`src/sv/crt_pkg.sv`:
```
`timescale 1ns / 1ps
// ----------------------------------------------------------------------------
// crt_pkg: shared types and constants for the CRT merge unit
// Port widths, datapath operation codes, command and status bundles.
// ----------------------------------------------------------------------------
package crt_pkg;

	localparam int RES_W      = 31;   // input field width
	localparam int ACC_W      = 63;   // result field width
	localparam int MOD_BITS_D = 31;   // default modulus width
	localparam int ACC_BITS_D = 63;   // default accumulator width

	localparam int IN_DATA_W  = 64;   // 2*RES_W rounded up to bytes
	localparam int OUT_DATA_W = 128;  // 2*ACC_W rounded up to bytes

	// datapath operations, one per cycle
	localparam logic [4:0] OP_NONE      = 5'd0;
	localparam logic [4:0] OP_LOAD      = 5'd1;
	localparam logic [4:0] OP_FIRST_BIG = 5'd2;
	localparam logic [4:0] OP_DIV_FIRST = 5'd3;
	localparam logic [4:0] OP_FIRST_SET = 5'd4;
	localparam logic [4:0] OP_DIV_A     = 5'd5;
	localparam logic [4:0] OP_GCD_INIT  = 5'd6;
	localparam logic [4:0] OP_DIV_GCD   = 5'd7;
	localparam logic [4:0] OP_GCD_STEP  = 5'd8;
	localparam logic [4:0] OP_DIV_B1    = 5'd9;
	localparam logic [4:0] OP_B1M       = 5'd10;
	localparam logic [4:0] OP_DIV_B2    = 5'd11;
	localparam logic [4:0] OP_DIFF      = 5'd12;
	localparam logic [4:0] OP_DIV_DIFF  = 5'd13;
	localparam logic [4:0] OP_KQ        = 5'd14;
	localparam logic [4:0] OP_DIV_N     = 5'd15;
	localparam logic [4:0] OP_N         = 5'd16;
	localparam logic [4:0] OP_MUL_N     = 5'd17;
	localparam logic [4:0] OP_MN_CHECK  = 5'd18;
	localparam logic [4:0] OP_DIV_E     = 5'd19;
	localparam logic [4:0] OP_INV_INIT  = 5'd20;
	localparam logic [4:0] OP_DIV_INV   = 5'd21;
	localparam logic [4:0] OP_INV_STEP  = 5'd22;
	localparam logic [4:0] OP_KI        = 5'd23;
	localparam logic [4:0] OP_DIV_T     = 5'd24;
	localparam logic [4:0] OP_T         = 5'd25;
	localparam logic [4:0] OP_MUL_T     = 5'd26;
	localparam logic [4:0] OP_COMMIT    = 5'd27;
	localparam logic [4:0] OP_PUBLISH   = 5'd28;

	typedef struct packed {
		logic [4:0] op;
	} crt_cmd_t;

	typedef struct packed {
		logic div_done;
		logic mul_done;
		logic is_first;
		logic sticky;    // failed or overflow held
		logic mod_big;   // first modulus beyond accumulator
		logic gb_zero;   // gcd loop finished
		logic rem_zero;  // divider remainder is zero
		logic prod_big;  // product beyond accumulator
		logic n_one;
		logic r1_zero;   // inverse loop finished
		logic out_free;
	} crt_sts_t;

endpackage

```
`src/sv/crt_ctrl.sv`:
```
`timescale 1ns / 1ps
// ----------------------------------------------------------------------------
// crt_ctrl: sequencer for the CRT merge
// Walks load, gcd, divisibility, overflow check, inverse, commit and publish.
// ----------------------------------------------------------------------------
module crt_ctrl
	import crt_pkg::*;
(
	input  logic     clk,
	input  logic     arst_n,
	input  logic     s_tvalid,
	output logic     s_tready,
	output crt_cmd_t cmd,
	input  crt_sts_t sts
);

	localparam logic [4:0] S_IDLE    = 5'd0;
	localparam logic [4:0] S_CHK     = 5'd1;
	localparam logic [4:0] S_W_FIRST = 5'd2;
	localparam logic [4:0] S_W_A     = 5'd3;
	localparam logic [4:0] S_G_TEST  = 5'd4;
	localparam logic [4:0] S_W_G     = 5'd5;
	localparam logic [4:0] S_W_B1    = 5'd6;
	localparam logic [4:0] S_B2      = 5'd7;
	localparam logic [4:0] S_W_B2    = 5'd8;
	localparam logic [4:0] S_D1      = 5'd9;
	localparam logic [4:0] S_W_D1    = 5'd10;
	localparam logic [4:0] S_N       = 5'd11;
	localparam logic [4:0] S_W_N     = 5'd12;
	localparam logic [4:0] S_MN      = 5'd13;
	localparam logic [4:0] S_W_MN    = 5'd14;
	localparam logic [4:0] S_E       = 5'd15;
	localparam logic [4:0] S_W_E     = 5'd16;
	localparam logic [4:0] S_I_TEST  = 5'd17;
	localparam logic [4:0] S_W_I     = 5'd18;
	localparam logic [4:0] S_KI      = 5'd19;
	localparam logic [4:0] S_T       = 5'd20;
	localparam logic [4:0] S_W_T     = 5'd21;
	localparam logic [4:0] S_MT      = 5'd22;
	localparam logic [4:0] S_W_MT    = 5'd23;
	localparam logic [4:0] S_OUT     = 5'd24;

	logic [4:0] state_q, state_d;

	always_ff @(posedge clk or negedge arst_n) begin
		if (!arst_n)
			state_q <= S_IDLE;
		else
			state_q <= state_d;
	end

	always_comb begin
		state_d = state_q;
		cmd.op  = OP_NONE;
		case (state_q)
			S_IDLE: begin
				if (s_tvalid) begin
					cmd.op  = OP_LOAD;
					state_d = S_CHK;
				end
			end
			S_CHK: begin
				if (sts.is_first) begin
					if (sts.mod_big) begin
						cmd.op  = OP_FIRST_BIG;
						state_d = S_OUT;
					end else begin
						cmd.op  = OP_DIV_FIRST;
						state_d = S_W_FIRST;
					end
				end else if (sts.sticky) begin
					state_d = S_OUT;
				end else begin
					cmd.op  = OP_DIV_A;
					state_d = S_W_A;
				end
			end
			S_W_FIRST: if (sts.div_done) begin
				cmd.op  = OP_FIRST_SET;
				state_d = S_OUT;
			end
			S_W_A: if (sts.div_done) begin
				cmd.op  = OP_GCD_INIT;
				state_d = S_G_TEST;
			end
			S_G_TEST: begin
				if (sts.gb_zero) begin
					cmd.op  = OP_DIV_B1;
					state_d = S_W_B1;
				end else begin
					cmd.op  = OP_DIV_GCD;
					state_d = S_W_G;
				end
			end
			S_W_G: if (sts.div_done) begin
				cmd.op  = OP_GCD_STEP;
				state_d = S_G_TEST;
			end
			S_W_B1: if (sts.div_done) begin
				cmd.op  = OP_B1M;
				state_d = S_B2;
			end
			S_B2: begin
				cmd.op  = OP_DIV_B2;
				state_d = S_W_B2;
			end
			S_W_B2: if (sts.div_done) begin
				cmd.op  = OP_DIFF;
				state_d = S_D1;
			end
			S_D1: begin
				cmd.op  = OP_DIV_DIFF;
				state_d = S_W_D1;
			end
			S_W_D1: if (sts.div_done) begin
				cmd.op  = OP_KQ;
				state_d = sts.rem_zero ? S_N : S_OUT;
			end
			S_N: begin
				cmd.op  = OP_DIV_N;
				state_d = S_W_N;
			end
			S_W_N: if (sts.div_done) begin
				cmd.op  = OP_N;
				state_d = S_MN;
			end
			S_MN: begin
				cmd.op  = OP_MUL_N;
				state_d = S_W_MN;
			end
			S_W_MN: if (sts.mul_done) begin
				cmd.op = OP_MN_CHECK;
				if (sts.prod_big)
					state_d = S_OUT;
				else if (sts.n_one)
					state_d = S_MT;
				else
					state_d = S_E;
			end
			S_E: begin
				cmd.op  = OP_DIV_E;
				state_d = S_W_E;
			end
			S_W_E: if (sts.div_done) begin
				cmd.op  = OP_INV_INIT;
				state_d = S_I_TEST;
			end
			S_I_TEST: begin
				if (sts.r1_zero) begin
					state_d = S_KI;
				end else begin
					cmd.op  = OP_DIV_INV;
					state_d = S_W_I;
				end
			end
			S_W_I: if (sts.div_done) begin
				cmd.op  = OP_INV_STEP;
				state_d = S_I_TEST;
			end
			S_KI: begin
				cmd.op  = OP_KI;
				state_d = S_T;
			end
			S_T: begin
				cmd.op  = OP_DIV_T;
				state_d = S_W_T;
			end
			S_W_T: if (sts.div_done) begin
				cmd.op  = OP_T;
				state_d = S_MT;
			end
			S_MT: begin
				cmd.op  = OP_MUL_T;
				state_d = S_W_MT;
			end
			S_W_MT: if (sts.mul_done) begin
				cmd.op  = OP_COMMIT;
				state_d = S_OUT;
			end
			S_OUT: if (sts.out_free) begin
				cmd.op  = OP_PUBLISH;
				state_d = S_IDLE;
			end
			default: state_d = S_IDLE;
		endcase
	end

	assign s_tready = (state_q == S_IDLE);

endmodule

```
`config.mk`:
```
export PLATFORM = sky130hd
export DESIGN_NAME = crt_ctrl
export DESIGN_NICKNAME = d
export VERILOG_FILES = /design/src/sv/crt_pkg.sv /design/src/sv/crt_ctrl.sv
export SDC_FILE = /design/constraint.sdc
export NUM_CORES = 1
export LEC_CHECK = 0
export BUFFER_PORTS_ARGS = -buffer_cell sky130_fd_sc_hd__buf_2
export CAP_MARGIN = 20
export CORE_UTILIZATION = 54
export DETAILED_ROUTE_END_ITERATION = 8
export PLACE_DENSITY = 0.79
export SLEW_MARGIN = 10
export SYNTH_ARGS = -nofsm -noshare
export SYNTH_HDL_FRONTEND = slang
export SYNTH_SLANG_ARGS = --single-unit
```
`constraint.sdc`:
```
create_clock -name clk -period 2.4 [get_ports clk]
set_input_delay 0.48 -clock clk [delete_from_list [all_inputs] [get_ports clk]]
set_output_delay 0.48 -clock clk [all_outputs]
set_load 0.02 [all_outputs]
```
==> After elaboration in Yosys (flattened, before gate mapping) <==
Index checks and enable logic that the tools add are counted.
{ "word_totals": {"ff_bits": 5, "latch_bits": 0, "mem_bits_rw": 0, "mem_bits_ro": 0, "input_bits": 14, "out_inout_bits": 6, "wordCells": 82, "memories": 0} }
{ "classes": {"add_sub_neg": 0, "mul": 0, "n_div": 0, "order_cmp": 0, "eq_ne": 36, "shift": 0, "mux": 41, "bitwise": 0, "n_reduce_logical": 4} }
{ "ops": {"columns": ["op", "count"], "rows": [
  ["$mux 5", 27],
  ["$pmux 5 s25", 1],
  ["$pmux 5 s23", 1],
  ["$eq 5x5->1 const B", 9],
  ["$eq 5x4->1 const B", 8],
  ["$eq 5x3->1 const B", 4],
  ["$mux 4", 5],
  ["$ne 2x2->1 const B", 10],
  ["$reduce_and 12->1", 1],
  ["$eq 5x2->1 const B", 2],
  ["$mux 3", 3],
  ["$eq 5x1->1 const B", 1],
  ["$logic_not 5->1", 1],
  ["$ne 2x1->1 const B", 2],
  ["$reduce_or 2->1", 2],
  ["$mux 1", 3],
  ["$mux 2", 1]
]} }

==> Longest topological paths before layout <==
Gate-level depths: netlist of run 1.
{ "depth": {"ltp_word": 4, "mapped_depth": 7, "mapped_depth_nobuf": 5} }

==> Worst setup path after synthesis of run 1 <==
Ideal clock, no wire load.
{ "synth_path": {"path_type": "register -> output", "from": "reg state_q[0]", "to": "out cmd[4] (netlist name)", "arrival_ns": 1.832, "required_ns": 1.920, "slack_ns": 0.088, "path_stages_with_launch": 5, "path_buffers": 2, "cell_sequence": "dfrtp_1 -> clkbuf_1 -> clkbuf_1 -> nor2b_1 -> o311ai_0"} }
{ "synth_rtl": {"columns": ["item", "line", "text"], "rows": [
  ["start: declaration", "crt_ctrl.sv:43", "logic [4:0] state_q, state_d;"],
  ["start signal: assignment", "crt_ctrl.sv:49", "state_q <= state_d;"],
  ["end: declaration", "crt_ctrl.sv:13", "output crt_cmd_t cmd,"]
]} }

==> flow_summary.ini, run 1 <==
[routing]
vias = 1229
routed_wl_um = 2970
vias_per_cell = 6.68
first_pass_iters = 5
first_iter_violations = 71
postRouteAntennaNets = 0
wl_per_cell_um = 16.1
drc = 0

[finish]
largest_reg_flops = 5
syn_to_final_growth_pct = 25.9
diodes = 0
nets = 183
largest-register = state_q
final_cells = 184
final_core_util_pct = 75.3
top_regs = state_q (5)
drive_gt1_share_pct = 33.3

[clocking]
cts_num_sinks = 5
htreeDepth = 1
cts-root-buf = clkbuf_4
cts_inserted_buffers = 3
cts-hold-fix-buffers = 0
tritoncts = done
clock_latency_ps = 250
path_clk_slew_ps = 50
clockBufferDepth = 2

[floorplan]
die_x_um = 43.5
core-area_sq_um = 1560
io-pin-count = 20
die_h_um = 43.5
rows = 14
initial_core_util_pct = 59.8
dieArea_sq_um = 1900

[yosys]
synth_edf_count = 0
yosys.area.top_type_share_pct = 13.4
yosysTopAreaCell = dfrtp_1
synthesis.nets = 153
ys_ff_latch = 5
avgSynthCellArea_sq_um = 6.71
async_flop_share_pct = 100
syn_inst = 139
ys_types = 42
yosysMostFrequentCell = nor2_1
ys_top_cells_by_count = 20 x nor2_1, 12 x a21oi_1, 9 x nand2_1, 8 x nor2b_1, 8 x o21ai_0
synth_seq_area_share_pct = 13.4
synth.area.top_cells = dfrtp_1 13%, nor2_1 8.1%, a21oi_1 6.4%
synth_area_sq_um = 932
ys.flop_type = dfrtp_1
yosysWarnings = 0

[critical_path]
arrival_ps = 1870
cpMaxStageDelayCell = or4b_1
reg2reg_from = state_q[1]
crit_fanout = 11
max_stage_delay_ps = 590
start_kind = flip-flop
cp_data_required_time_ps = 1920
crit_start = state_q[2]
crit_buf_inv = 1
critPathTopFamily = simple AND/OR/NAND/NOR gates
cp-end-kind = output pin
path_cells = or4b_1 -> nor2_1 -> a31oi_1 -> o21ai_0 -> buf_2
worst-setup-path-type = reg2out

[timing]
clock_skew_ps = 6.12
timing.fmax_ghz = 0.425
fin_crit_sh_pct = 98.0
fin_crit_ps = 2350
rsz0062_at_grt = true
finalHoldViolations = 0
setup_viol = 0
tns_ps = 0
slew_violations = 0
worst_pin_slew_ps = 409
slew_headroom_pct = 72.5
holdWs_ps = 34.6

[power_and_ir_drop]
power_mw = 1.88
vdd_ir_drop_max_mv = 0.990
p_leak_nw = 0.519
p_per_area_nw_per_um2 = 1600

[global_route]
grt_max_degree = 19
grtUsageTotal_pct = 31.2
grt_overflow_total = 0
grt_pass1_wl_um = 4560
antenna_found_initial = 0
first_global_vias = 1070

[placement]
routabilityCongestion = 0.913
port_buffers = 19
dp_hpwl_um = 2030
placedCellCount = 172

[run]
max_cap_violations = 0

[run_status]
status = complete, no violations

[hold_path]
hold_path_class = in2async
==> layer usage <==
layer	part of all wire [%]	vias to the layer above	global-route usage, %
li1	-	576	-
met1	38	553	44.1
met2	49	92	49.0
met3	11	8	0.833
met4	1.8	0	15.0
met5	0	-	0
==> layout by cell type (no fill, tap or decap), types with 2 or more instances in the layout <==
cell,count
nand3_1,2
a31oi_1,2
or2_2,2
and2_1,2
mux2i_1,3
a22oi_1,2
dfrtp_2,5
a21o_1,2
a21oi_1,12
nand2b_1,4
clkbuf_4,3
mux2_2,5
inv_1,4
o22ai_1,3
nand4_1,3
and3_1,2
o21ai_0,8
buf_2,18
nor3_1,5
buf_4,18
nand2_1,9
o21a_1,2
nor2b_1,8
nor2_1,20
a211oi_1,3
==> what timing repair did <==
action | 4_1_cts | 5_1_grt
setup buffers | 0 | 8
setup endpoints to repair | 3 | 2
gates resized for setup | 2 | 6
==> metrics by stage <==
| step | setup slack (ps) | cell area, sq um |
|---|---|---|
| floorplan | 88.2 | 932 |
| global placement | 217 | 1070 |
| detailed placement | 201 | 1070 |
| CTS | 18.9 | 1100 |
| global route | -11.5 | 1170 |
| finish | 48.4 | 1170 |
==> report_power, final <==
part	total (mW)	switching, mW	internal (mW)
combinational	1.54	0.839	0.697
clock	0.0997	0.0367	0.0630
sequential	0.244	0.104	0.140
==> layout make-up <==
class | count | area (sq um)
flip-flops and latches | 5 | 131
clock buffers | 4 | 26.3
multi-input cells | 118 | 751
well taps | 16 | 20.0
inverters | 4 | 15.0
repair buffers | 37 | 230
fillers | 105 | 385
==> path summary, 6_finish.rpt <==
kind / to / slack (ps) / cells past startpoint
hold reg to reg: state_q[3] / 660 / 1
max in group asynchronous: state_q[2] / 2220 / 1
hold / removal: state_q[0] / 30 / 1
setup / recovery: cmd[0] / 50 / 5
setup reg to reg: state_q[4] / 330 / 6
min in group clk: state_q[3] / 660 / 1
==> kinds of logic after synthesis <==
kind of cell | count (synthesis) | synth area share [%]
AND/OR/NAND/NOR | 62 | 34.9
flip-flops | 5 | 13.4
AO/OA/AOI/OAI | 46 | 33.4
XOR/XNOR | 2 | 1.88
multiplexers | 8 | 9.26
buffers and inverters | 16 | 7.11
Power figures use the tool's default switching activity.
==> run 2, diff against run 1 <==
==> constraint.sdc (replaced) <==
create_clock -name clk -period 2.4 [get_ports clk]
set_input_delay 0.12 -clock clk [delete_from_list [all_inputs] [get_ports clk]]
set_output_delay 0.12 -clock clk [all_outputs]
set_load 0.02 [all_outputs]
==> run 2 against run 1 <==
  * Critical path depth rose by 2
  * Utilization down 4.2 points
  * Clock power grew 5%
  * Design area is 5.5% lower
  * Clock-buffer cell count unchanged
  * First-iteration DRC count is 14% lower
  * Flip-flop and latch count stayed put
  * Non-clock buffer count decreased by 7
==> flow_summary.ini, run 2 (synthesis gave the netlist of run 1 again) <==
[clocking]
cts_setup_buffers = 0
clock_latency_ps = 260
cts-root-buf = clkbuf_4
cts_inserted_buffers = 3
clockBufferDepth = 2
tritoncts = done
path_clk_slew_ps = 50
htreeDepth = 1
cts_num_sinks = 5

[timing]
clock_skew_ps = 9.22
worst_pin_slew_ps = 454
tns_ps = 0
finalHoldViolations = 0
setup_viol = 0
timing.fmax_ghz = 0.445
rsz0062_at_grt = false
slew_headroom_pct = 69.8
slew_violations = 0
fin_crit_ps = 2240
final.setup.worst_slack_ps = 155
fin_crit_sh_pct = 93.5

[floorplan]
die_h_um = 43.5
die_x_um = 43.5
core-area_sq_um = 1560
io-pin-count = 20
initial_core_util_pct = 59.8
rows = 14
dieArea_sq_um = 1900

[routing]
postRouteAntennaNets = 0
vias_per_cell = 6.56
vias = 1162
routed_wl_um = 2830
first_iter_violations = 61
drc = 0
first_pass_iters = 4
wl_per_cell_um = 16.0

[finish]
drive_gt1_share_pct = 26.1
syn_to_final_growth_pct = 18.9
final_common_cell = nor2_1
nets = 176
diodes = 0
top_regs = state_q (5)
largest_reg_flops = 5
layout_common_cells = 20 x nor2_1, 19 x buf_2, 12 x a21oi_1
largest-register = state_q

[hold_path]
hold_path_class = in2async

[power_and_ir_drop]
vdd_ir_drop_max_mv = 1.10
power_frac_seq_pct = 16.4
p_per_area_nw_per_um2 = 1570
p_switching_mw = 0.935
clock_power_share_pct = 6.0
swShare_pct = 53.7
internal_power_mw = 0.806
power_mw = 1.74
p_leak_nw = 0.487
pwr-share-comb_pct = 77.5

[critical_path]
reg2reg_from = state_q[1]
cp_data_required_time_ps = 2280
crit_buf_inv = 2
path_cells = buf_4 -> or2_2 -> nor3_1 -> a41oi_1 -> o21a_1 -> o2111ai_1 -> buf_2
crit_fanout = 13
cpMaxStageDelayCell = dfrtp_1
start_kind = flip-flop
crit_start = state_q[1]
worst-setup-path-type = reg2out
critPathTopFamily = flip-flops
cp-end-kind = output pin
max_stage_delay_ps = 510
arrival_ps = 2120

[global_route]
grt_overflow_total = 0
grt_pass1_wl_um = 4650
antenna_found_initial = 0
first_global_vias = 1036
grtUsageTotal_pct = 32.7
grt_max_degree = 19

[placement]
port_buffers = 19
pre_cts_slack_ps = 288
dp_hpwl_um = 2180
routabilityCongestion = 0.944

[run_status]
status = complete, no violations

[run]
max_cap_violations = 0
-- run 2: cell types whose count changed in the layout (fill, tap and decap cells not counted), sizes merged --
cell         delta
buf             -7
clkbuf          -1
dlygate4sd3     +1
-- run 2: what timing repair did --
action / CTS / global route
hold buffers: 1 / 0
hold endpoints to repair: 5 / 0
gates resized for setup: 0 / 1
setup endpoints to repair: 0 / 1
-- run 2: power by group through the flow --
stage	Combinational, mW	Clock [mW]	Sequential (mW)
floorplan	1.07	0	0.169
global route	1.47	0.107	0.305
CTS	1.33	0.109	0.279
finish	1.35	0.105	0.286
global placement	1.29	0	0.271
detailed placement	1.33	0	0.281
-- run 2: cell type report --
type | instances | area [sq um]
timing repair buffer | 30 | 180
multi-input combinational | 118 | 741
inverter | 4 | 15.0
clock buffer | 4 | 26.3
sequential | 5 | 126
tap | 16 | 20.0
fill | 142 | 450
-- run 2: per-stage QoR --
step | hold slack, ps | util (%) | instance area [sq um] | instances
final | 208 | 71.1 | 1110 | 177
after global routing | 227 | 71.1 | 1110 | 177
after global placement | -66.5 | 68.7 | 1070 | 172
after floorplan | -176 | - | 932 | 139
after CTS | 193 | 71.0 | 1110 | 177
after detailed placement | -64.2 | 68.7 | 1070 | 172
-- run 2: worst reg2reg max path, delay by kind of cell, from the launching register on --
family,cells,cell delay (ps)
AO/OA/AOI/OAI,1,120
buffers and inverters,1,250
flip-flops,1,580
multiplexers,2,560
AND/OR/NAND/NOR,2,500
-- run 2: path summary, 6_finish.rpt --
check / to / slack [ps] / cells after the start
max: cmd[2] / 160 / 7
min: state_q[3] / 210 / 2
max reg2reg: state_q[2] / 280 / 6
min reg2reg: state_q[0] / 800 / 1
max in group asynchronous: state_q[0] / 2050 / 2
min in group clk: state_q[0] / 400 / 4
-- run 2: layer usage --
metal	global-route usage (%)	vias up	part of all wire [%]
met1	41.9	529	39
met3	4.17	9	7.8
met4	16.9	0	3.1
met5	0	-	0
met2	53.4	61	50
li1	-	563	-
==> run 3, diff against run 2 <==
--- a/config.mk
+++ b/config.mk
@@ -7,10 +7,11 @@
 export LEC_CHECK = 0
 export BUFFER_PORTS_ARGS = -buffer_cell sky130_fd_sc_hd__buf_2
 export CAP_MARGIN = 20
-export CORE_UTILIZATION = 54
+export CORE_UTILIZATION = 56
+export CTS_BUF_LIST = sky130_fd_sc_hd__clkbuf_4 sky130_fd_sc_hd__clkbuf_8
 export DETAILED_ROUTE_END_ITERATION = 8
-export PLACE_DENSITY = 0.79
-export SLEW_MARGIN = 10
+export PLACE_DENSITY = 0.86
+export SLEW_MARGIN = 20
 export SYNTH_ARGS = -nofsm -noshare
 export SYNTH_HDL_FRONTEND = slang
 export SYNTH_SLANG_ARGS = --single-unit
==> run 3 against run 2 <==
  * Non-clock buffer count is 2 lower
  * Worst hold slack improved by 38 ps
  * Critical path depth is the same
  * Cell count fell by 1.1%
  * Highest routed layer is now met3
==> flow_summary.ini, run 3 (synthesis gave the netlist of run 1 again) <==
[global_route]
grtUsageTotal_pct = 31.4
grt_pass1_wl_um = 4440
grt_max_degree = 23
first_global_vias = 1048
grt_overflow_total = 0
antenna_found_initial = 0

[clocking]
clockBufferDepth = 2
cts_num_sinks = 5
ctsResizeCount = 0
tritoncts = done
path_clk_slew_ps = 40
clock_latency_ps = 240
htreeDepth = 1
cts_inserted_buffers = 3
cts-root-buf = clkbuf_4

[timing]
final.setup.worst_slack_ps = 255
finalHoldViolations = 0
holdWs_ps = 246
setup_viol = 0
clock_skew_ps = 4.52
fin_crit_sh_pct = 89.4
worst_pin_slew_ps = 464
fin_crit_ps = 2140
rsz0062_at_grt = false
slew_headroom_pct = 69.1
timing.fmax_ghz = 0.466
slew_violations = 0
tns_ps = 0

[finish]
largest-register = state_q
final_core_util_pct = 71.9
drive_gt1_share_pct = 25.2
top_regs = state_q (5)
diodes = 0
layout_common_cells = 20 x nor2_1, 19 x buf_2, 12 x a21oi_1
syn_to_final_growth_pct = 17.6
final_common_cell = nor2_1
largest_reg_flops = 5
nets = 174

[floorplan]
die_x_um = 42.8
dieArea_sq_um = 1830
core-area_sq_um = 1520
initial_core_util_pct = 61.2
io-pin-count = 20
die_h_um = 42.8
rows = 14

[run]
max_cap_violations = 0

[hold_path]
hold_path_class = in2async

[routing]
vias = 1114
wl_per_cell_um = 14.8
first_iter_violations = 50
drc = 0
met1_length_um = 1060
vias_per_cell = 6.37
routed_wl_um = 2590
route.met3.wl_um = 156
postRouteAntennaNets = 0
first_pass_iters = 5
top_layer = met3
met2RoutedLength_um = 1370

[critical_path]
reg2reg_from = state_q[3]
cpMaxStageDelayCell = dfrtp_1
start_kind = flip-flop
cp-end-kind = output pin
path_cells = buf_4 -> or2_2 -> nor3_1 -> a41oi_1 -> o21a_1 -> o2111ai_1 -> buf_2
crit_fanout = 22
arrival_ps = 2020
worst-setup-path-type = reg2out
crit_start = state_q[0]
max_stage_delay_ps = 410
cp_data_required_time_ps = 2280

[placement]
port_buffers = 19
routabilityCongestion = 0.919
dp_hpwl_um = 1990
pre_cts_slack_ps = 330

[run_status]
status = complete, no violations

[power_and_ir_drop]
vdd_ir_drop_max_mv = 1.10
power_mw = 1.69
p_leak_nw = 0.482
p_per_area_nw_per_um2 = 1540
-- run 3: changes by cell type in the layout (fill, tap and decap cells not counted), sizes merged --
cell | previous run | this run
buf | 29 | 27
-- run 3: worst max-delay path, delay by kind of cell (launching register included) --
family | cells | cell delay, ps
compound gates | 3 | 450
buf+inv | 2 | 420
flops | 1 | 410
simple gates | 2 | 500
-- run 3: where the power goes --
part / total (mW) / switching, mW / internal (mW)
Clock: 0.104 / 0.0305 / 0.0739
Sequential: 0.236 / 0.106 / 0.130
Combinational: 1.35 / 0.761 / 0.591
Total: 1.69 / 0.897 / 0.795
-- run 3: cell type report --
type | count | area [sq um]
clock buffers | 4 | 30.0
multi-input cells | 118 | 741
inverters | 4 | 15.0
repair buffers | 28 | 165
fillers | 124 | 428
well taps | 16 | 20.0
flip-flops and latches | 5 | 125
-- run 3: metrics by stage --
stage               cell area, sq um  std cells
finish                          1100        175
global route                    1100        175
CTS                             1100        175
detailed placement              1060        170
global placement                1060        170
floorplan                        932        139
-- run 3: metal layers --
metal,vias up,GRT usage (%)
met1,519,39.5
met2,39,55.8
li1,556,-
met4,0,9.38
met5,-,0
met3,0,2.98
-- run 3: path summary, 6_finish.rpt --
check / endpoint / slack [ps] / cells after the start
max in group asynchronous: state_q[3] / 2020 / 2
hold reg to reg: state_q[0] / 600 / 1
setup reg to reg: state_q[1] / 290 / 6
min in group clk: state_q[0] / 400 / 4
setup / recovery: cmd[2] / 260 / 7
hold / removal: state_q[0] / 250 / 2
-- run 3: repair_timing --
| item | CTS | global route |
|---|---|---|
| buffers inserted | 0 | 0 |
| hold buffers | 1 | 0 |
| endpoints found under the hold margin | 5 | 0 |
